File: config.mk
export PLATFORM = sky130hd
export DESIGN_NAME = ctb_front
export DESIGN_NICKNAME = d
export VERILOG_FILES = /design/src/rtl/ctb_pkg.sv /design/src/rtl/ctb_front.sv
export VERILOG_INCLUDE_DIRS = /design/src /design/src/rtl
export SDC_FILE = /design/constraint.sdc
export NUM_CORES = 1
export LEC_CHECK = 0
export BUFFER_PORTS_ARGS = -buffer_cell sky130_fd_sc_hd__buf_4
export CAP_MARGIN = 15
export CORE_MARGIN = 4
export CORE_UTILIZATION = 33
export DETAILED_ROUTE_END_ITERATION = 16
export GPL_ROUTABILITY_DRIVEN = 0
export PLACE_DENSITY_LB_ADDON = 0.15
export REMOVE_ABC_BUFFERS = 1
export SLEW_MARGIN = 15
export SYNTH_ARGS = -nofsm -noshare
export SYNTH_HDL_FRONTEND = slang
export SYNTH_SLANG_ARGS = --single-unit
File: constraint.sdc
create_clock -name clk -period 4.6 [get_ports clk]
set_clock_uncertainty 0.1 [all_clocks]
set_input_delay 0.23 -clock clk [delete_from_list [all_inputs] [get_ports clk]]
set_output_delay 0.23 -clock clk [all_outputs]
set_load 0.005 [all_outputs]
File: src/rtl/coarse_tile_binner_unit_macros.svh
// Assertion macros for the coarse tile binner.
`ifndef COARSE_TILE_BINNER_UNIT_MACROS_SVH
`define COARSE_TILE_BINNER_UNIT_MACROS_SVH
`ifndef SYNTHESIS
`define CTB_ASSERT_IMP(label, clk, rst, pre, post) \
  label: assert property (@(posedge clk) disable iff (rst) (pre) |-> (post)) \
    else $error("assertion failed");
`define CTB_ASSERT_NXT(label, clk, rst, pre, post) \
  label: assert property (@(posedge clk) disable iff (rst) (pre) |=> (post)) \
    else $error("assertion failed");
`else
`define CTB_ASSERT_IMP(label, clk, rst, pre, post)
`define CTB_ASSERT_NXT(label, clk, rst, pre, post)
`endif
`endif

File: src/rtl/ctb_pkg.sv
// Shared types and constants for the coarse tile binner.
package ctb_pkg;
  localparam int TileUnits = 32 * 16;
  localparam int TileShift = 9;
  localparam int SlabCap = 8192;
  localparam int QuadsPerSlab = 16;
  localparam int FineRatioSq = 16;
  localparam int MaxSide = 64;
  localparam int TileCount = MaxSide * MaxSide + 1;

  localparam logic [1:0] KIND_ADD = 2'd0;
  localparam logic [1:0] KIND_REPORT = 2'd1;
  localparam logic [1:0] KIND_READ = 2'd2;
  localparam logic [1:0] KIND_CLEAR = 2'd3;

  localparam logic [0:0] REG_TILES_X = 1'b0;
  localparam logic [0:0] REG_TILES_Y = 1'b1;

  typedef struct packed {
    logic [1:0] kind;
    logic signed [15:0] min_x;
    logic signed [15:0] min_y;
    logic signed [15:0] max_x;
    logic signed [15:0] max_y;
    logic [15:0] quad_id;
    logic [12:0] slab_index;
    logic [3:0] slot_index;
  } req_t;

  typedef struct packed {
    logic [12:0] tile_index;
    logic [31:0] fine_offset;
    logic [15:0] depth;
    logic [15:0] entry_quad;
    logic [12:0] next_slab;
    logic overflow;
    logic last;
  } result_t;

  // classified command passed from front to back
  typedef struct packed {
    logic [1:0] kind;
    logic [6:0] sx;
    logic [6:0] sy;
    logic [6:0] ex;
    logic [6:0] ey;
    logic [15:0] quad_id;
    logic [12:0] slab_index;
    logic [3:0] slot_index;
  } cmd_t;

  typedef enum logic [3:0] {
    ST_CLEAR, ST_IDLE, ST_ADD_RD, ST_ADD_WAIT, ST_ADD_WR, ST_ADD_NEXT,
    ST_REP_RD, ST_REP_WAIT, ST_REP_WALK, ST_REP_OUT, ST_READ_RD, ST_READ_WAIT,
    ST_READ_OUT, ST_DONE
  } state_t;

  // floor of a 12.4 coordinate to tiles, clamped to 0..side
  function automatic logic [6:0] floor_clamp(logic signed [15:0] v, logic [6:0] side);
    logic signed [6:0] t;
    t = 7'(v >>> TileShift);
    if (t < 0) return 7'd0;
    if ($unsigned(t) > side) return side;
    return $unsigned(t);
  endfunction

  function automatic logic [6:0] ceil_clamp(logic signed [15:0] v, logic [6:0] side);
    logic signed [17:0] w;
    logic signed [8:0] t;
    w = 18'(v) + 18'(TileUnits - 1);
    t = 9'(w >>> TileShift);
    if (t < 0) return 7'd0;
    if (t > $signed({2'b0, side})) return side;
    return t[6:0];
  endfunction
endpackage

File: src/rtl/ctb_front.sv
// Front end: takes requests, computes clamped tile ranges, feeds a two-entry queue.
`include "coarse_tile_binner_unit_macros.svh"
module ctb_front (
  input  logic clk,
  input  logic rst,
  input  logic in_valid,
  input  ctb_pkg::req_t req,
  input  logic [6:0] side_x,
  input  logic [6:0] side_y,
  output logic q_full,
  output logic q_valid,
  output ctb_pkg::cmd_t q_cmd,
  input  logic q_pop
);
  ctb_pkg::cmd_t mem [2];
  logic wp, rp;
  logic [1:0] count;
  ctb_pkg::cmd_t cmd;

  always_comb begin
    cmd.kind = req.kind;
    cmd.sx = ctb_pkg::floor_clamp(req.min_x, side_x);
    cmd.sy = ctb_pkg::floor_clamp(req.min_y, side_y);
    cmd.ex = ctb_pkg::ceil_clamp(req.max_x, side_x);
    cmd.ey = ctb_pkg::ceil_clamp(req.max_y, side_y);
    cmd.quad_id = req.quad_id;
    cmd.slab_index = req.slab_index;
    cmd.slot_index = req.slot_index;
  end

  assign q_full = count == 2'd2;
  assign q_valid = count != 2'd0;
  assign q_cmd = mem[rp];

  always_ff @(posedge clk) begin
    if (in_valid) mem[wp] <= cmd;
    if (rst) begin
      wp <= 1'b0;
      rp <= 1'b0;
      count <= 2'd0;
    end else begin
      if (in_valid) wp <= ~wp;
      if (q_pop) rp <= ~rp;
      count <= count + 2'(in_valid) - 2'(q_pop);
    end
  end

  `CTB_ASSERT_IMP(a_no_push_full, clk, rst, q_full, !in_valid)
  `CTB_ASSERT_IMP(a_no_pop_empty, clk, rst, q_pop, q_valid)
  `CTB_ASSERT_IMP(a_count_range, clk, rst, 1'b1, count != 2'd3)
endmodule

==> impl_metrics.env <==
export IMPL_dieArea_um2=21000
export IMPL_layout_common_cells="buf_4, edfxtp_1, mux2_2, dlygate4sd3_1, ha_1"
export IMPL_worstMarginPinSlew_ns=1.01
export IMPL_antenna_cells=0
export IMPL_async_flop_share_pct=0
export IMPL_grt_pass1_wl_mm=23.2
export IMPL_utilization_pct=47.5
export IMPL_syn_instance_count=423
export IMPL_clk_latency_ns=0.41
export IMPL_drive_above_1_share_pct=41.0
export IMPL_fin_crit_sh_pct=68.0
export IMPL_final_hold_viol_count=0
export IMPL_worstSetupPathType="in -> reg"
export IMPL_grt_pass1_vias=4521
export IMPL_grt_usage_pct=13.7
export IMPL_synth_distinct_cells=46
export IMPL_initial_core_util_pct=34.0
export IMPL_setup_viol=0
export IMPL_grt_max_degree=64
export IMPL_max_vdd_ir_drop_mv=0.244
export IMPL_syn_area_um2=6190
export IMPL_hold_path_class="in -> reg"
export IMPL_drtIter0Drc=126
export IMPL_cts_max_path_buffers=2
export IMPL_crit_required_ns=4.65
export IMPL_clock_sinks=131
export IMPL_synth_area_top_cells="edfxtp_1, mux2_2, ha_1"
export IMPL_dieHeight_um=145
export IMPL_synth_top_area_share_pct=61.1
export IMPL_p_switching_uw=774
export IMPL_end_kind="flop"
export IMPL_synth_seq_cells=131
export IMPL_hpwl_mm=9.87
export IMPL_fillers=1629
export IMPL_syn_to_final_growth_pct=39.7
export IMPL_finalWirelength_mm=14.3
export IMPL_path_max_fanout=3
export IMPL_core_area_um2=18200
export IMPL_power_frac_comb_pct=16.5
export IMPL_arrival_ns=3.18
export IMPL_clkPwrFrac_pct=39.3
export IMPL_p_seq_share_pct=44.2
export IMPL_synth_main_ff_cell="edfxtp_1"
export IMPL_pin_count=182
export IMPL_portBuffers=163
export IMPL_power_density_nw_per_um2=379
export IMPL_cp_start_kind="input port"
export IMPL_gr_total_overflow=0
export IMPL_synth_area_leader_cell="edfxtp_1"
export IMPL_p_sw_share_pct=23.6
export IMPL_status="complete, no violations"
export IMPL_register_area_um2=3890
export IMPL_cts_tree="built"
export IMPL_cts_setup_buffers=0
export IMPL_internal_power_uw=2510
export IMPL_synth_edf_count=126
export IMPL_routedWlPerCell_um=16.3
export IMPL_numCtsBuffers=17
export IMPL_final_nets=782
export IMPL_maxCapViolCount=0
export IMPL_period_needed_ns=3.13
export IMPL_slew_viol_final=0
export IMPL_antenna_found_initial=0
export IMPL_route_vias_total=4169
export IMPL_dr_pass1_iters=4
export IMPL_ctsResizeCount=0
export IMPL_viasPerCell=4.76
export IMPL_synth_yosys_seq_area_share_pct=62.7
export IMPL_leakage_uw=0.00349
export IMPL_fmax_mhz=320
export IMPL_ys_warn_count=0
export IMPL_final_common_cell="buf_4"
export IMPL_clkTransAtPathRegs_ns=0.06
export IMPL_drc=0
export IMPL_antenna_left=0
export IMPL_cts_root_buf="clkbuf_16"
export IMPL_rsz0062_at_grt="false"
export IMPL_relSlewSlack_pct=32.6
export IMPL_avgSynthCellArea_um2=14.6
export IMPL_die_x_um=145
export IMPL_rows=49
export IMPL_multi_input_area_um2=2180
export IMPL_h_tree_depth=4
export IMPL_setup_tns_ns=0
[power by group through the flow]
stage	registers (uW)	logic [uW]	clock network [uW]
final	1450	540	1290
after global routing	1460	596	1390
after CTS	1450	550	1330
after detailed placement	1480	519	0
after global placement	1470	507	0
after floorplan	1470	263	0
[timing repair]
item,4_1_cts,5_1_grt
endpoints found under the hold margin,75,0
hold buffers,39,0
endpoints found under the setup margin,0,0
[logic make-up (layout without fill, tap and decap cells)]
| group | Yosys count | in the layout | synth area share, % |
|---|---|---|---|
| adders and majority gates | 30 | 30 | 6.06 |
| and+or+nand+nor | 84 | 84 | 7.14 |
| muxes | 81 | 81 | 14.4 |
| AOI/OAI and AO/OA | 43 | 43 | 4.99 |
| buffers and inverters | 37 | 261 | 2.26 |
| xor gates and xnor gates | 17 | 17 | 2.41 |
| DFF | 131 | 131 | 62.7 |
[routing by layer]
layer / track usage (%) / routed length, um
met5: 0 / 0
met4: 4.85 / 191
met3: 4.30 / 746
met2: 23.5 / 7110
met1: 16.5 / 6210
[path summary, 6_finish.rpt]
| kind | from | endpoint | slack (ns) | cells past startpoint |
|---|---|---|---|---|
| hold / removal | req[64] | mem[1][46] | 0.07 | 2 |
| setup / recovery | req[51] | mem[0][45] | 1.47 | 12 |
| setup reg to reg | wp | mem[0][59] | 2.36 | 2 |
| hold reg to reg | rp | rp | 0.43 | 2 |
[synthesized netlist by cell type, types with 2 or more instances]
master    count
o22ai_1       2
ha_1         30
xor2_1        3
nand3_1       7
o22a_1        3
a21oi_1      11
nor4_1        2
mux2_2       64
edfxtp_1    126
o21ai_1       2
nand2_1      11
nor2b_1       6
a211o_1       2
a211oi_1      3
nand2b_1     14
or3_1         3
o21a_1        3
nand4_1       6
mux2i_1      17
inv_1        26
dfxtp_1       5
xnor2_1      14
nor2_1       22
o21ai_0       3
or2_2         2
o211ai_1      3
a311oi_1      2
nor3_1        4
clkbuf_1     10
[final cells by class]
type | count | area share, %
multi-input combinational | 255 | 25.2
sequential | 131 | 45.0
inverter | 26 | 1.13
timing repair buffer | 204 | 18.8
clock inverter | 14 | 1.59
clock buffer | 17 | 4.92
tap | 229 | 3.31
[state kept, by name (all words and copies together), names as in the netlist, named ones only]
name,flops
wp,1
rp,1
count,2
mem,126
[worst max-delay path, cell delays in order]
cell      delay (ns)
buf_4           0.11
or4_4           0.55
o311ai_1        0.42
nor2_1          0.10
xnor2_1         0.19
inv_1           0.08
ha_1            0.29
nand3_1         0.09
a21boi_1        0.07
o41ai_2         0.37
mux2_2          0.38
a211o_1         0.31
[through the flow]
stage          setup WS [ns]  total power (uW)  hold WS [ns]  cell area (um2)  std cells
6_report                1.47              3280        0.0682             8650        876
5_1_grt                 1.22              3440        0.0694             8650        876
4_1_cts                 1.48              3330        0.0522             8650        876
3_5_place_dp            1.03              2000         0.318             7690        806
3_3_place_gp            1.06              1980         0.315             7690        806
2_1_floorplan          0.300              1730         0.202             6150        412
Note: power is estimated with default switching activity, not from simulation.
